$ cat src/sv/ses_pkg.sv
// Package for the saturation equilibrium solver: widths, codes, command/status structs.
// No dependencies.
package ses_pkg;

    localparam int FRAC_W = 32;
    localparam int SUM_W  = 40;
    localparam int TOL_W  = 29;
    localparam int ITER_W = 16;
    localparam int FACE_W = 16;
    localparam int IDX_W  = 3;

    localparam logic OP_ACTIVE   = 1'b0;
    localparam logic OP_INACTIVE = 1'b1;

    localparam logic [0:0] REG_TOLERANCE = 1'b0;
    localparam logic [0:0] REG_MAX_ITER  = 1'b1;

    localparam logic [TOL_W-1:0]  TOL_RESET  = 29'd3;
    localparam logic [ITER_W-1:0] ITER_RESET = 16'd1000;

    localparam logic signed [63:0] S32_MAX = 64'sd2147483647;
    localparam logic signed [63:0] S32_MIN = -64'sd2147483648;

    // controller -> datapath
    typedef struct packed {
        logic clear_sums;   // start of a round: load SumX with the inactive sum, zero SumW/abs sum
        logic acc_sums;     // add entry idx into SumX/SumW
        logic sat_sums;     // saturate SumX/SumW
        logic calc_p;       // p = SumX*s >> 16 for entry idx
        logic div_start;    // start the divider
        logic calc_t;       // t*q product
        logic calc_dx;      // dx and abs accumulate
        logic update;       // x += dx, w -= dx for entry idx
        logic test_conv;    // register convergence compare
    } ses_cmd_t;

    // datapath -> controller
    typedef struct packed {
        logic div_done;
        logic conv_hit;
    } ses_sts_t;

    function automatic logic signed [63:0] sat32(input logic signed [63:0] v);
        if (v > S32_MAX) return S32_MAX;
        if (v < S32_MIN) return S32_MIN;
        return v;
    endfunction

endpackage

$ cat src/sv/ses_ctrl.sv
// Controller: load, iterate, emit sequencer for the solver.
// Depends on ses_pkg.
module ses_ctrl #(
    parameter int MAX_ACTIVE = 8,
    parameter int CW = $clog2(MAX_ACTIVE + 1),
    parameter int AW = (MAX_ACTIVE > 1) ? $clog2(MAX_ACTIVE) : 1
) (
    input  logic              aclk,
    input  logic              aresetn,
    input  logic              in_valid,
    output logic              in_ready,
    input  logic              in_op,
    input  logic [15:0]       in_face,
    input  logic signed [31:0] in_x,
    input  logic              in_last,
    output logic              ld_we,
    output logic [AW-1:0]     ld_addr,
    output ses_pkg::ses_cmd_t cmd,
    input  ses_pkg::ses_sts_t sts,
    output logic [AW-1:0]     idx,
    output logic [CW-1:0]     count,
    output logic signed [39:0] inactive_sum,
    input  logic [15:0]       max_iter,
    input  logic signed [31:0] rd_x,
    input  logic signed [31:0] rd_w,
    output logic              out_valid,
    input  logic              out_ready,
    output logic [15:0]       out_face,
    output logic [2:0]        out_idx,
    output logic signed [31:0] out_x,
    output logic signed [31:0] out_w,
    output logic              out_conv,
    output logic              out_final
);
    import ses_pkg::*;

    typedef enum logic [3:0] {
        S_LOAD, S_ROUND, S_SUM, S_SAT, S_P, S_DIVGO, S_DIVWAIT, S_TQ, S_DX,
        S_TEST, S_DECIDE, S_UPD, S_EMIT, S_HOLD
    } state_t;

    state_t state_reg;
    logic [CW-1:0] cnt_reg;
    logic [CW-1:0] j_reg;
    logic signed [39:0] isum_reg;
    logic [15:0] face_reg, iter_reg;
    logic conv_flag_reg;
    logic signed [40:0] isum_add;

    localparam logic signed [40:0] SUM40_MAX = 41'sd549755813887;
    localparam logic signed [40:0] SUM40_MIN = -41'sd549755813888;

    assign in_ready     = (state_reg == S_LOAD);
    assign ld_we        = in_valid && in_ready && (in_op == OP_ACTIVE) &&
                          (cnt_reg < CW'(MAX_ACTIVE));
    assign ld_addr      = cnt_reg[AW-1:0];
    assign idx          = j_reg[AW-1:0];
    assign count        = cnt_reg;
    assign inactive_sum = isum_reg;
    assign isum_add     = 41'(isum_reg) + 41'(in_x);

    always_comb begin
        cmd = '0;
        unique case (state_reg)
            S_ROUND:   cmd.clear_sums = 1'b1;
            S_SUM:     cmd.acc_sums   = 1'b1;
            S_SAT:     cmd.sat_sums   = 1'b1;
            S_P:       cmd.calc_p     = 1'b1;
            S_DIVGO:   cmd.div_start  = 1'b1;
            S_TQ:      cmd.calc_t     = 1'b1;
            S_DX:      cmd.calc_dx    = 1'b1;
            S_TEST:    cmd.test_conv  = 1'b1;
            S_UPD:     cmd.update     = 1'b1;
            default:   cmd = '0;
        endcase
    end

    // state and registered outputs
    always_ff @(posedge aclk) begin
        if (!aresetn) begin
            state_reg <= S_LOAD;
            cnt_reg   <= '0;
            isum_reg  <= '0;
            face_reg  <= '0;
            iter_reg  <= '0;
            j_reg     <= '0;
            out_valid <= 1'b0;
            conv_flag_reg <= 1'b0;
        end else begin
            unique case (state_reg)
                S_LOAD: if (in_valid) begin
                    face_reg <= in_face;
                    if (ld_we) cnt_reg <= cnt_reg + CW'(1);
                    if (in_op == OP_INACTIVE) begin
                        if (isum_add > SUM40_MAX)      isum_reg <= 40'(SUM40_MAX);
                        else if (isum_add < SUM40_MIN) isum_reg <= 40'(SUM40_MIN);
                        else                           isum_reg <= 40'(isum_add);
                    end
                    if (in_last) begin
                        iter_reg <= '0;
                        conv_flag_reg <= 1'b0;
                        j_reg <= '0;
                        if (cnt_reg == '0 && !ld_we) begin
                            state_reg <= S_EMIT;
                            out_valid <= 1'b1;
                            out_face  <= in_face;
                            out_idx   <= '0;
                            out_x     <= '0;
                            out_w     <= '0;
                            out_conv  <= 1'b0;
                            out_final <= 1'b1;
                        end else if (max_iter == 16'd0) begin
                            state_reg <= S_HOLD;
                        end else begin
                            state_reg <= S_ROUND;
                        end
                    end
                end
                S_ROUND: begin
                    j_reg <= '0;
                    iter_reg <= iter_reg + 16'd1;
                    state_reg <= S_SUM;
                end
                S_SUM: begin
                    if (j_reg == cnt_reg - CW'(1)) begin
                        j_reg <= '0;
                        state_reg <= S_SAT;
                    end else j_reg <= j_reg + CW'(1);
                end
                S_SAT:     state_reg <= S_P;
                S_P:       state_reg <= S_DIVGO;
                S_DIVGO:   state_reg <= S_DIVWAIT;
                S_DIVWAIT: if (sts.div_done) state_reg <= S_TQ;
                S_TQ:      state_reg <= S_DX;
                S_DX: begin
                    if (j_reg == cnt_reg - CW'(1)) begin
                        j_reg <= '0;
                        state_reg <= S_TEST;
                    end else begin
                        j_reg <= j_reg + CW'(1);
                        state_reg <= S_P;
                    end
                end
                S_TEST:    state_reg <= S_DECIDE;
                S_DECIDE: begin
                    if (sts.conv_hit) begin
                        conv_flag_reg <= 1'b1;
                        state_reg <= S_HOLD;
                    end else state_reg <= S_UPD;
                end
                S_UPD: begin
                    if (j_reg == cnt_reg - CW'(1)) begin
                        j_reg <= '0;
                        state_reg <= (iter_reg == max_iter) ? S_HOLD : S_ROUND;
                    end else j_reg <= j_reg + CW'(1);
                end
                S_HOLD: begin
                    // present entry j as a result
                    out_valid <= 1'b1;
                    out_face  <= face_reg;
                    out_idx   <= 3'(j_reg);
                    out_x     <= rd_x;
                    out_w     <= rd_w;
                    out_conv  <= conv_flag_reg;
                    out_final <= (j_reg == cnt_reg - CW'(1));
                    state_reg <= S_EMIT;
                end
                S_EMIT: if (out_ready) begin
                    out_valid <= 1'b0;
                    if (out_final) begin
                        cnt_reg  <= '0;
                        isum_reg <= '0;
                        state_reg <= S_LOAD;
                    end else begin
                        j_reg <= j_reg + CW'(1);
                        state_reg <= S_HOLD;
                    end
                end
                default: state_reg <= S_LOAD;
            endcase
        end
    end

    // no new items are taken while results are pending
    assert property (@(posedge aclk) disable iff (!aresetn) out_valid |-> !in_ready)
        else $error("input accepted during emit");
    // store count never exceeds capacity
    assert property (@(posedge aclk) disable iff (!aresetn) cnt_reg <= CW'(MAX_ACTIVE))
        else $error("active count overflow");
    // result held while stalled
    assert property (@(posedge aclk) disable iff (!aresetn)
        out_valid && !out_ready |=> out_valid && $stable(out_x) && $stable(out_idx))
        else $error("result changed under stall");

endmodule

$ cat config.mk
export PLATFORM = sky130hd
export DESIGN_NAME = ses_ctrl
export DESIGN_NICKNAME = d
export VERILOG_FILES = /design/src/sv/ses_pkg.sv /design/src/sv/ses_ctrl.sv
export SDC_FILE = /design/constraint.sdc
export NUM_CORES = 1
export LEC_CHECK = 0
export BUFFER_PORTS_ARGS = -buffer_cell sky130_fd_sc_hd__clkbuf_2
export CAP_MARGIN = 20
export CORE_AREA = 2 2 141 130
export DETAILED_ROUTE_END_ITERATION = 10
export DIE_AREA = 0 0 143 132
export PLACE_DENSITY = 0.86
export SETUP_SLACK_MARGIN = 0.05
export SYNTH_ARGS = -nofsm -noshare
export SYNTH_HDL_FRONTEND = slang
export SYNTH_SLANG_ARGS = --single-unit
export TNS_END_PERCENT = 50
$ cat constraint.sdc
create_clock -name aclk -period 10.7 [get_ports aclk]
set_clock_uncertainty 0.1 [all_clocks]
set_input_delay 1.07 -clock aclk [delete_from_list [all_inputs] [get_ports aclk]]
set_output_delay 1.07 -clock aclk [all_outputs]
set_load 0.05 [all_outputs]
* After elaboration in Yosys (flattened, before gate mapping)
Cells that the tools add are included.
Widths: inputs -> output; s select.
** Cells by class
- Muxes and demuxes :: 70
- Divide/modulo/power cells :: 0
- Order comparisons :: 3
- Add/subtract/negate cells :: 5
- Shifts and indexed selects :: 0
- Equal/unequal tests :: 27
- Bitwise logic cells :: 1
- $mul :: 0
- Reductions and logical operators :: 24
** Operators by type and width (number)
- $mux 40 :: 6
- $pmux 32 s2 :: 2
- $mux 32 :: 3
- $mux 16 :: 5
- $mux 4 :: 20
- $pmux 40 s2 :: 1
- $pmux 16 s2 :: 2
- $pmux 4 s14 :: 1
- $add 40x32->41 :: 1
- $gt 41x40->1 const B :: 1
- $lt 41x40->1 const B :: 1
- $reduce_and 5->1 :: 5
- $eq 4x4->1 const B :: 6
- $mux 1 :: 19
- $add 16x1->16 const B :: 1
- $eq 16x16->1 :: 1
- $eq 4x3->1 const B :: 4
- $logic_not 16->1 :: 1
- $ne 2x2->1 const B :: 8
- $pmux 4 s4 :: 1
- $mux 3 :: 4
- $add 4x1->4 const B :: 2
- $eq 4x2->1 const B :: 2
- $logic_not 4->1 :: 2
- other kinds (20) :: 31
** Word-level totals
- Word-level logic and storage cells :: 144
- ROM bits :: 0
- Output and inout port bits :: 147
- Latch bits :: 0
- Input port bits :: 136
- Memory bits (writable) :: 0
- Memories :: 0
- Register bits after elaboration :: 171

* Logic depth before layout (Yosys ltp)
Gate-level depths: netlist of run 1.
- Depth after elaboration :: 10
- Depth in mapped cells :: 13
- Gate-level depth less buffers :: 12

* Least setup slack after synthesis of run 1
No wires, ideal clock.
- Kind :: register to register
- Start point :: register state_reg[1]
- End point :: register out_conv (enable)
- Data required time :: 10071 ps
- Path buffers :: 2
- Arrival :: 5462 ps
- Stages on the path, launching flop included :: 7
- Slack :: 4609 ps
- Setup time :: 529 ps
- Period minus slack after synthesis :: 6091 ps
- Cells stage by stage :: dfxtp_1 > clkbuf_1 > or2_2 > clkbuf_1 > nor3_2 > a21oi_1 > nor2_1
** Between the ends
- Cells in the longest elaborated chain, start to end :: 8
- Elaborated cells between the ends (all ways) :: 12
- Those cells by class :: 4 x eq/ne; 8 x reduce/logical
** Ends and longest elaborated chain
- start: declaration :: RTL line ses_ctrl.sv:42 : state_t state_reg;
- start signal: assignment :: RTL line ses_ctrl.sv:154 : state_reg <= (iter_reg == max_iter) ? S_HOLD : S_ROUND;
- $logic_not 4->1 (*) :: RTL line ses_ctrl.sv:53 : assign in_ready = (state_reg == S_LOAD);
- named net in_ready :: RTL line ses_ctrl.sv:11 : output logic in_ready,
- $logic_and 1x1->1 (3 in a row) :: RTL line ses_ctrl.sv:54 : assign ld_we = in_valid && in_ready && (in_op == OP_ACTIVE) &&
- $logic_not 1->1 :: RTL line ses_ctrl.sv:103 : if (cnt_reg == '0 && !ld_we) begin
- $logic_and 1x1->1 :: RTL line ses_ctrl.sv:103
- $ne 2x1->1 (no source line)
- $reduce_and 5->1 (no source line) (*)
- end signal: assignment :: RTL line ses_ctrl.sv:164 : out_conv <= conv_flag_reg;
- end: declaration :: RTL line ses_ctrl.sv:32 : output logic out_conv,
Mark *: on every way through the listed nets, which the timed path passes. The rest lies on a longest branch.
A chain may end at the register's enable or synchronous reset.

* Worst setup path in the final report of run 1
- Start point :: register state_reg[1]
- End point :: output ld_we
** Between the ends
- Cells in the longest elaborated chain, start to end :: 4
** Ends and longest elaborated chain
- $logic_not 4->1 :: RTL line ses_ctrl.sv:53
- $logic_and 1x1->1 (3 in a row) :: RTL line ses_ctrl.sv:54
- end: declaration :: RTL line ses_ctrl.sv:16 : output logic ld_we,
No other way between the ends.

==> results of run 1 <==
==> how the worst min path moves through the flow <==
stage,from,endpoint,cells past startpoint,slack (ns)
floorplan,face_reg[0]$_SDFFE_PN0P_,face_reg[0]$_SDFFE_PN0P_,2,0.33
global placement,face_reg[7]$_SDFFE_PN0P_,face_reg[7]$_SDFFE_PN0P_,2,0.34
detailed placement,face_reg[6]$_SDFFE_PN0P_,face_reg[6]$_SDFFE_PN0P_,2,0.35
CTS,face_reg[6]$_SDFFE_PN0P_,face_reg[6]$_SDFFE_PN0P_,2,0.36
global route,face_reg[3]$_SDFFE_PN0P_,face_reg[3]$_SDFFE_PN0P_,2,0.38
finish,face_reg[3]$_SDFFE_PN0P_,face_reg[3]$_SDFFE_PN0P_,2,0.36
==> metrics by stage <==
step                      power [uW]  area (um2)
after floorplan                 1870        9760
after global placement          2120       11200
after detailed placement        2140       11200
after CTS                       2770       11800
after global routing            2900       11900
final                           2770       11900
==> synth_stat cells (16+ instances only) <==
cell type	number
nand2_1	123
o21ai_0	36
dfxtp_1	86
ha_1	45
and2_1	71
nand3_1	25
clkbuf_1	37
o211ai_1	16
xor2_1	35
inv_1	24
a21oi_1	86
mux2_2	16
xnor2_1	39
o211ai_2	18
edfxtp_1	85
nor2_1	84
==> where the power goes <==
group	internal [uW]	total, uW	switching, uW	leakage [uW]
combinational	335	1220	882	0.00330
sequential	834	924	90.6	0.00149
clock	318	629	311	0.000293
total	1490	2770	1280	0.00509
==> worst min-delay path, stage by stage, from the launching register on <==
cell	delay [ns]
dfxtp_1	0.31
nand2_1	0.05
a21oi_1	0.05
==> routing by layer <==
metal | global-route usage (%) | vias to the layer above
met5 | 0 | -
met4 | 11.8 | 0
met3 | 7.77 | 59
met2 | 47.4 | 401
met1 | 35.9 | 4053
li1 | - | 4213
==> cell families after synthesis <==
family,after synthesis
AOI/OAI and AO/OA,248
xor gates and xnor gates,74
adders and majority gates,46
buffers and inverters,84
DFF,171
muxes,19
and+or+nand+nor,393
==> layout by cell type (no fill, tap or decap), drive strengths merged, types with 11 or more instances in the layout <==
cell type / count
clkbuf: 299
nand2: 125
a21oi: 88
dfxtp: 86
edfxtp: 85
nor2: 85
and2: 71
ha: 45
o21ai: 43
xnor2: 39
xor2: 35
o211ai: 34
inv: 31
nand3: 25
nor3: 19
mux2: 16
nand4: 15
nand2b: 13
a21o: 13
a221oi: 12
nor4: 11
==> layout make-up <==
type	instances	area share [%]
diodes	4	0.0844
well taps	240	2.53
multi-input cells	780	43.2
clock buffers	17	3.59
clock inverters	15	1.56
repair buffers	286	12.2
inverters	25	0.791
flip-flops and latches	171	36.0
==> key figures, run 1 <==
Yosys
  • Ys flop type: dfxtp_1
  • Yosys top cell area share: 26.1%
  • Syn. warnings: 0
  • Leading area contributor after synthesis: edfxtp_1
  • Mean Syn Cell Area: 9.43 um2
  • Synth Area in Compound Gates: 17.8%
  • Synth Instances: 1035
  • Largest family of logic cells by synthesized area: simple AND/OR/NAND/NOR gates
  • Synth Area in Adders: 5.97%
  • Post-Synth Simple-Gate Area: 19.8%
  • Syn nets: 1217
  • Mux share of post-synthesis cell area: 2.15%
  • Post-Synth XOR/XNOR Area: 6.64%
  • Seq/Total Area, Yosys: 43.8%
  • Synth Cell Area: 9760 um2
  • Post-synth EDFFs: 85
  • Seq cells post-synth: 171
  • Top post-synthesis cells by area: edfxtp_1 (26%), dfxtp_1 (18%), ha_1 (5.8%), nand2_1 (4.7%), and2_1 (4.5%)
  • Count of different cell masters after synthesis: 74
  • FFs w/ async S/R, synth: 0%

Finish
  • Area of the multi-input gates: 5130 um2
  • Flip-flop count of the largest register after layout: 40
  • Non-filler cells, final: 1538
  • Area grow syn2layout: 21.4%
  • # fillers: 1371
  • Fin util: 68.4%
  • Total area of sequential cells: 4270 um2
  • Share of cells above drive strength 1: 29.4%
  • Nets@finish: 1463

Floorplan
  • Die H: 132 um
  • Initial Util: 56.4%
  • Die Span X: 143 um
  • I/O pin total: 283
  • Die Area: 18900 um2
  • Placeable core area: 17300 um2
  • Num rows: 46

Timing
  • Worst hold slack: 0.359 ns
  • F_max: 220 MHz
  • RSZ-0062 raised after global routing: no
  • Final Hold Fails: 0
  • Worst-Margin Slew: 1.03 ns
  • Setup TNS: 0 ns
  • Setup-failing EPs final: 0
  • Final WS setup: 6.15 ns
  • Slew margin rel.: 31.6%
  • Max Slew Vio Count: 0
  • Period utilization: 42.5%
  • Crit path time final: 4.55 ns

Power and ir drop
  • Largest vdd supply drop: 0.133 mV
  • Leakage power total: 0.00509 uW
  • Power per Cell Area: 234 nW/um2

Status
  • Status: completed

Clocking
  • # hold bufs at CTS: 0
  • Cts bufs inserted: 17
  • Root buffer cell: clkbuf_16
  • Clock sinks: 171
  • Worst-skew pair later-pin latency: 0.44 ns
  • Setup Fix Bufs, Post-CTS: 0
  • Post-cts resize count: 0
  • CTS tree: built
  • Longest Clk Path Bufs: 2
  • Clock slew at reported path FFs: 0.07 ns
  • Depth of the CTS H-tree: 4

Global route
  • Largest net degree at the start of global routing: 88
  • Number of global-route vias before repair: 8143
  • Total grt overflow: 0
  • First-pass GRT wire length: 42.9 mm
  • Initial antenna violation count: 4
  • Total track usage: 28.8%

Routing
  • First-pass detailed-route iteration total: 5
  • Uppermost layer routed: met4
  • Routed wl met2: 13.2 mm
  • Final wirelength: 27.6 mm
  • Met3 WL: 2.23 mm
  • Vias per Instance: 5.67
  • Post-DRT Antenna Nets: 0
  • Metal1 wirelength: 11.2 mm
  • Wire length per cell: 18.0 um
  • DR iter-0 viols: 522
  • Vias: 8726
  • Remaining DRCs: 0

Worst setup path
  • Critical Path Sink: ld_we
  • Slowest CP cell: nor3_2
  • CP cell instances: or2_2 -> nor3_2 -> nand2_1 -> nor3_2 -> clkbuf_2
  • CP peak stage delay: 0.61 ns
  • CP top delay family: simple AND/OR/NAND/NOR gates
  • Worst reg2reg path endpoint: inactive_sum[7]$_SDFFE_PN0P_
  • WS Path Type: reg2out
  • Most frequent CP cell: nor3_2
  • Reg-to-reg slack, setup: 6.70 ns
  • Worst path depth: 5
  • Worst r2r path cells: 12
  • CP required: 9.53 ns
  • Startpoint class of the critical path: flop
  • Reg-to-Reg Start: inactive_sum[0]$_SDFFE_PN0P_
  • CP max FO: 18
  • Worst Path Arrival: 3.38 ns
  • Critical path endpoint category: primary output
  • Crit path from: state_reg[1]$_SDFFE_PN0P_
  • CP bufs+invs: 1

Placement
  • I/O Buffers: 282
  • Pre-CTS setup slack: 6.11 ns
  • GPL Wtd Cong: 0.961
  • DP Wirelength: 20.9 mm
  • Placed Cells: 1502

Min path
  • Worst hold path class: reg2reg

Flow run
  • Max-cap violation count: 0
(Power assumes the default switching activity.)
==> inputs of run 2 (changes only) <==
--- a/config.mk
+++ b/config.mk
@@ -5,12 +5,13 @@
 export SDC_FILE = /design/constraint.sdc
 export NUM_CORES = 1
 export LEC_CHECK = 0
+export ABC_AREA = 1
 export BUFFER_PORTS_ARGS = -buffer_cell sky130_fd_sc_hd__clkbuf_2
 export CAP_MARGIN = 20
-export CORE_AREA = 2 2 141 130
+export CORE_AREA = 2 2 159 146
 export DETAILED_ROUTE_END_ITERATION = 10
-export DIE_AREA = 0 0 143 132
-export PLACE_DENSITY = 0.86
+export DIE_AREA = 0 0 161 148
+export PLACE_DENSITY = 0.76
 export SETUP_SLACK_MARGIN = 0.05
 export SYNTH_ARGS = -nofsm -noshare
 export SYNTH_HDL_FRONTEND = slang
==> constraint.sdc (replaced) <==
create_clock -name aclk -period 3.7 [get_ports aclk]
set_clock_uncertainty 0.1 [all_clocks]
set_input_delay 0.37 -clock aclk [delete_from_list [all_inputs] [get_ports aclk]]
set_output_delay 0.37 -clock aclk [all_outputs]
set_load 0.05 [all_outputs]
==> key figures, run 2 <==
Yosys
  • Post-synth EDFFs: 85
  • FFs w/ async S/R, synth: 0%
  • Ys flop type: dfxtp_1
  • Synth top cells by count: nand2_1 (334), nor2_1 (225), inv_1 (199)
  • Seq cells post-synth: 171
  • Most frequent cell after synthesis: nand2_1
  • Syn nets: 1606
  • Syn. warnings: 0
  • Seq/Total Area, Yosys: 40.9%
  • Post-Synth Simple-Gate Area: 30.6%
  • Largest family of logic cells by synthesized area: simple AND/OR/NAND/NOR gates
  • Leading area contributor after synthesis: edfxtp_1
  • Synth Area in Adders: 5.58%
  • Post-Synth XOR/XNOR Area: 3.52%
  • Synth Area in Compound Gates: 10.0%
  • Synth Cell Area: 10500 um2
  • Synth Instances: 1424
  • Count of different cell masters after synthesis: 52
  • Mux share of post-synthesis cell area: 0%
  • Top post-synthesis cells by area: edfxtp_1 (24%), dfxtp_1 (16%), nand2_1 (12%), nor2_1 (8.1%), inv_1 (7.1%)
  • Yosys top cell area share: 24.4%
  • Mean Syn Cell Area: 7.34 um2

Power and ir drop
  • Power per Cell Area: 916 nW/um2
  • Leakage power total: 0.00641 uW
  • Largest vdd supply drop: 0.521 mV
  • Overall power: 11700 uW

Clocking
  • Root buffer cell: clkbuf_16
  • Depth of the CTS H-tree: 4
  • CTS tree: built
  • # hold bufs at CTS: 0
  • Clock slew at reported path FFs: 0.08 ns
  • Longest Clk Path Bufs: 2
  • Clock sinks: 171
  • Setup Fix Bufs, Post-CTS: 0
  • Post-cts resize count: 0
  • Worst-skew pair later-pin latency: 0.43 ns
  • Cts bufs inserted: 17

Placement
  • DP Wirelength: 22.5 mm
  • I/O Buffers: 282
  • Pre-CTS setup slack: 0.623 ns
  • GPL Wtd Cong: 0.963

Global route
  • Met3 Use GR: 4.60%
  • Number of global-route vias before repair: 9206
  • Top Usage Layer GRT: met2
  • Total grt overflow: 0
  • Largest net degree at the start of global routing: 70
  • Total track usage: 24.0%
  • Routing usage on met1: 32.6%
  • Global Route met2 Usage: 39.1%
  • First-pass GRT wire length: 45.9 mm
  • Initial antenna violation count: 0

Status
  • Status: completed

Routing
  • Vias: 10.0k
  • Final wirelength: 29.1 mm
  • DR iter-0 viols: 823
  • Wire length per cell: 14.5 um
  • Post-DRT Antenna Nets: 0
  • Remaining DRCs: 0
  • First-pass detailed-route iteration total: 5
  • Vias per Instance: 4.99

Worst setup path
  • Reg-to-reg slack, setup: 0.70 ns
  • CP max FO: 36
  • Reg-to-Reg Start: inactive_sum[0]$_SDFFE_PN0P_
  • Worst reg2reg path endpoint: inactive_sum[26]$_SDFFE_PN0P_
  • Worst Path Arrival: 3.27 ns
  • Most frequent CP cell: nand2_1
  • Crit path from: inactive_sum[0]$_SDFFE_PN0P_
  • CP cell instances: ha_1 -> inv_1 -> fa_1 -> inv_1 -> nand2_1 -> nand3_1 -> nand3_1 -> nand2_2 -> nand2_1 -> nand3_2 -> nand2_2 -> nand2_1 -> nand2_1 -> nand2_2 -> nand3_4 -> nand2_1 -> nor2_2 -> nor2_2
  • Slowest CP cell: fa_1
  • Worst r2r path cells: 18
  • Critical path endpoint category: flop
  • CP peak stage delay: 0.41 ns
  • Startpoint class of the critical path: flop
  • Critical Path Sink: inactive_sum[26]$_SDFFE_PN0P_
  • CP required: 3.97 ns
  • WS Path Type: reg2reg

Finish
  • Commonest cells after routing, fill and taps aside: nand2_1 (332), clkbuf_2 (282), nor2_1 (225)
  • # fillers: 2118
  • Area grow syn2layout: 22.0%
  • Most common cell after layout, fill and taps aside: nand2_1
  • Antenna fix cells: 0
  • Flip-flop count of the largest register after layout: 40
  • Area of the multi-input gates: 5230 um2
  • Nets@finish: 1877
  • Total area of sequential cells: 4280 um2
  • Share of cells above drive strength 1: 24.5%

Timing
  • Period utilization: 81.1%
  • Setup TNS: 0 ns
  • Worst-Margin Slew: 0.988 ns
  • Final WS setup: 0.700 ns
  • F_max: 333 MHz
  • RSZ-0062 raised after global routing: no
  • Setup-failing EPs final: 0
  • Crit path time final: 3.00 ns
  • Slew margin rel.: 34.0%
  • Final Hold Fails: 0
  • Max Slew Vio Count: 0

Min path
  • Worst hold path class: in2reg

Floorplan
  • Num rows: 52
  • Die H: 148 um
  • Die Span X: 161 um
  • I/O pin total: 283
  • Initial Util: 47.3%
  • Die Area: 23800 um2
  • Placeable core area: 22100 um2

Flow run
  • Max-cap violation count: 0
## run 2: cell types whose count changed in the layout (fill, tap and decap cells not counted), sizes merged, moves of 12 or more
cell / before / now
mux2: 16 / 0
inv: 31 / 209
xor2: 35 / 15
o211ai: 34 / 2
nor2: 85 / 268
xnor2: 39 / 27
and2: 71 / 3
nand2b: 13 / 0
nand3: 25 / 41
nand2: 125 / 359
o21ai: 43 / 72
## run 2: area by class of cell
| class | count | area share (%) |
|---|---|---|
| tap | 297 | 2.91 |
| clock buffer | 17 | 3.33 |
| clock inverter | 15 | 1.60 |
| inverter | 205 | 6.06 |
| multi-input combinational | 1012 | 41.0 |
| timing repair buffer | 288 | 11.5 |
| sequential | 171 | 33.6 |
## run 2: cells by family after synthesis
logic type,Yosys count
AOI/OAI and AO/OA,192
xor gates and xnor gates,42
adders and majority gates,46
buffers and inverters,241
DFF,171
and+or+nand+nor,732
## run 2: worst min-delay path by stage
stage                                   start                          to  cells past startpoint
floorplan           face_reg[10]$_SDFFE_PN0P_   face_reg[10]$_SDFFE_PN0P_                      2
global placement    face_reg[15]$_SDFFE_PN0P_   face_reg[15]$_SDFFE_PN0P_                      2
detailed placement  face_reg[14]$_SDFFE_PN0P_   face_reg[14]$_SDFFE_PN0P_                      2
CTS                                    sts[0]  conv_flag_reg$_SDFFE_PN0P_                      3
global route                          rd_x[1]      out_x[1]$_SDFFCE_PN0P_                      3
finish                                rd_w[2]      out_w[2]$_SDFFCE_PN0P_                      3
## run 2: routing by layer
layer	share of wire, %	vias up	routed length, um
met5	0	-	0
met1	45	4512	13100
li1	-	5095	-
met2	46	363	13300
met4	1.8	0	524
met3	7.1	35	2060
## run 2: critical path, delay by kind of cell (launching register included)
family | cells | cell delay (ns)
DFF | 1 | 0.37
adders and majority gates | 2 | 0.62
and+or+nand+nor | 14 | 1.66
buffers and inverters | 2 | 0.16
## run 2: power by group
| group | internal, uW | switching (uW) | leakage, uW |
|---|---|---|---|
| logic | 1850 | 5010 | 0.00460 |
| registers | 2640 | 305 | 0.00150 |
| clock network | 940 | 935 | 0.000303 |
## run 2: per-stage QoR
stage	cell area, um2	cells	hold slack, ns	util (%)
floorplan	10500	1424	0.325	-
global placement	12100	1973	0.334	54.8
detailed placement	12100	1973	0.344	54.8
CTS	12800	2005	0.110	57.7
global route	12800	2005	0.122	57.7
finish	12800	2005	0.127	57.7
==> inputs of run 3 (changes only) <==
--- a/config.mk
+++ b/config.mk
@@ -5,13 +5,13 @@
 export SDC_FILE = /design/constraint.sdc
 export NUM_CORES = 1
 export LEC_CHECK = 0
-export ABC_AREA = 1
+export ABC_AREA = 0
 export BUFFER_PORTS_ARGS = -buffer_cell sky130_fd_sc_hd__clkbuf_2
 export CAP_MARGIN = 20
-export CORE_AREA = 2 2 159 146
+export CORE_AREA = 2 2 154 141
 export DETAILED_ROUTE_END_ITERATION = 10
-export DIE_AREA = 0 0 161 148
-export PLACE_DENSITY = 0.76
+export DIE_AREA = 0 0 156 143
+export PLACE_DENSITY = 0.77
 export SETUP_SLACK_MARGIN = 0.05
 export SYNTH_ARGS = -nofsm -noshare
 export SYNTH_HDL_FRONTEND = slang
==> constraint.sdc (replaced) <==
create_clock -name aclk -period 2.6 [get_ports aclk]
set_clock_uncertainty 0.1 [all_clocks]
set_input_delay 0.26 -clock aclk [delete_from_list [all_inputs] [get_ports aclk]]
set_output_delay 0.26 -clock aclk [all_outputs]
set_load 0.05 [all_outputs]
==> key figures, run 3 (same netlist as run 1, synthesis figures left out) <==
Timing
  • Final WS setup: -0.378 ns
  • RSZ-0062 raised after global routing: yes
  • Period utilization: 115%
  • F_max: 336 MHz
  • Worst-Margin Slew: 0.706 ns
  • Max Slew Vio Count: 0
  • Worst hold slack: 0.00136 ns
  • Setup-failing EPs final: 39
  • Slew margin rel.: 52.6%
  • Final Hold Fails: 0
  • Crit path time final: 2.98 ns

Finish
  • Flip-flop count of the largest register after layout: 40
  • Area of the multi-input gates: 5430 um2
  • Area grow syn2layout: 47.2%
  • Total area of sequential cells: 4280 um2
  • Nets@finish: 1719
  • Most common cell after layout, fill and taps aside: clkbuf_2
  • Share of cells above drive strength 1: 40.7%
  • Commonest cells after routing, fill and taps aside: clkbuf_2 (281), buf_4 (196), nand2_1 (123)
  • # fillers: 1488

Routing
  • Wire length per cell: 18.0 um
  • Final wirelength: 32.7 mm
  • First-pass detailed-route iteration total: 5
  • Vias per Instance: 5.40
  • DR iter-0 viols: 695
  • Vias: 9826
  • Post-DRT Antenna Nets: 0
  • Remaining DRCs: 0

Clocking
  • CTS tree: built
  • Worst-skew pair later-pin latency: 0.43 ns
  • Clock sinks: 171
  • Cts bufs inserted: 17
  • Longest Clk Path Bufs: 2
  • Clock slew at reported path FFs: 0.08 ns
  • Root buffer cell: clkbuf_16
  • Depth of the CTS H-tree: 4

Worst setup path
  • CP top delay family: compound AO/OA/AOI/OAI gates
  • Worst reg2reg path endpoint: inactive_sum[28]$_SDFFE_PN0P_
  • CP bufs+invs: 4
  • CP cell instances: ha_4 -> a21o_1 -> o2bb2ai_2 -> nor4_2 -> buf_4 -> o22ai_4 -> a211oi_4 -> buf_4 -> a311oi_4 -> buf_4 -> buf_6 -> a221oi_2 -> nor2_1
  • Critical path endpoint category: flop
  • Most frequent CP cell: buf_4
  • CP max FO: 6
  • Reg-to-Reg Start: inactive_sum[10]$_SDFFE_PN0P_
  • WS Path Type: reg2reg
  • Reg-to-reg slack, setup: -0.38 ns
  • CP peak stage delay: 0.36 ns
  • Slowest CP cell: dfxtp_2
  • Worst r2r path cells: 13
  • CP required: 2.79 ns
  • Worst Path Arrival: 3.17 ns
  • Startpoint class of the critical path: flop

Power and ir drop
  • Power per Cell Area: 892 nW/um2
  • Largest vdd supply drop: 0.579 mV
  • Leakage power total: 0.00642 uW

Min path
  • WHS Path Cells: 2
  • Worst hold path class: in2reg
  • Hold path start: rd_x[20]
  • Hold EP: out_x[20]$_SDFFCE_PN0P_

Placement
  • I/O Buffers: 282
  • Pre-CTS setup slack: -0.421 ns
  • DP Wirelength: 23.5 mm
  • GPL Wtd Cong: 0.934

Global route
  • Largest net degree at the start of global routing: 87
  • Total track usage: 28.7%
  • Total grt overflow: 0
  • Initial antenna violation count: 8
  • Number of global-route vias before repair: 9738
  • First-pass GRT wire length: 50.2 mm

Floorplan
  • Die Span X: 156 um
  • I/O pin total: 283
  • Placeable core area: 20600 um2
  • Initial Util: 47.4%
  • Die H: 143 um
  • Die Area: 22300 um2
  • Num rows: 50

Status
  • Status: finished with violations
  • Failing checks: setup timing

Flow run
  • Max-cap violation count: 0
[run 3: cell types whose count changed in the layout (fill, tap and decap cells not counted), moves of 40 or more]
cell           delta
buf_4           +191
and2_1           +68
nor2_1          -143
nand2_1         -209
inv_1           -174
o21ai_0          -40
dlygate4sd3_1    +47
[run 3: report_power, final]
part	switching, uW	internal [uW]	leakage, uW
clock	1250	1290	0.000287
sequential	296	3430	0.00150
combinational	4170	2390	0.00463
[run 3: cell type report]
cell class / instances / share of cell area [%]
Antenna cell: 9 / 0.157
Multi-Input combinational cell: 780 / 37.8
Timing Repair Buffer: 542 / 25.3
Sequential cell: 171 / 29.8
Tap cell: 260 / 2.26
Inverter: 25 / 0.653
Clock inverter: 15 / 1.12
Clock buffer: 17 / 2.96
[run 3: timing repair]
action	in CTS	in global routing
gates cloned	3	0
hold endpoints to repair	47	0
hold buffers	47	0
gates resized for setup	45	29
buffers inserted	11	2
setup endpoints to repair	39	46
pin swaps	41	15
[run 3: worst max-delay path by stage]
stage / startpoint / end / depth (start not counted)
CTS: inactive_sum[0]$_SDFFE_PN0P_ / inactive_sum[5]$_SDFFE_PN0P_ / 14
global route: inactive_sum[10]$_SDFFE_PN0P_ / inactive_sum[28]$_SDFFE_PN0P_ / 13
floorplan: state_reg[1]$_SDFFE_PN0P_ / out_conv$_SDFFCE_PN0P_ / 6
detailed placement: in_x[0] / inactive_sum[7]$_SDFFE_PN0P_ / 14
global placement: in_x[31] / inactive_sum[38]$_SDFFE_PN0P_ / 12
finish: inactive_sum[10]$_SDFFE_PN0P_ / inactive_sum[28]$_SDFFE_PN0P_ / 13
[run 3: per-layer routing]
layer | up-vias | GRT usage (%) | part of all wire [%]
met3 | 82 | 5.77 | 6.2
met4 | 0 | 13.7 | 3.8
met5 | - | 0 | 0
li1 | 4714 | - | -
met1 | 4631 | 33.8 | 39
met2 | 399 | 50.4 | 51
[run 3: worst register-to-register path: cells and delay by family (launching register included)]
family                     cells  cell delay (ns)
adders and majority gates      1             0.20
buffers and inverters          4             0.66
AOI/OAI and AO/OA              6             1.07
DFF                            1             0.36
and+or+nand+nor                2             0.43
[run 3: through the flow]
step / cell area (um2) / util (%) / cells / setup TNS (ns) / total power (uW)
detailed placement: 12900 / 62.5 / 1720 / -13.97 / 9840
CTS: 14300 / 69.4 / 1812 / -7.74 / 12700
floorplan: 9810 / - / 1035 / -88.29 / 7740
global route: 14400 / 69.8 / 1818 / -15.44 / 13400
global placement: 12900 / 62.5 / 1720 / -11.30 / 9750
finish: 14400 / 69.8 / 1819 / -11.95 / 12800
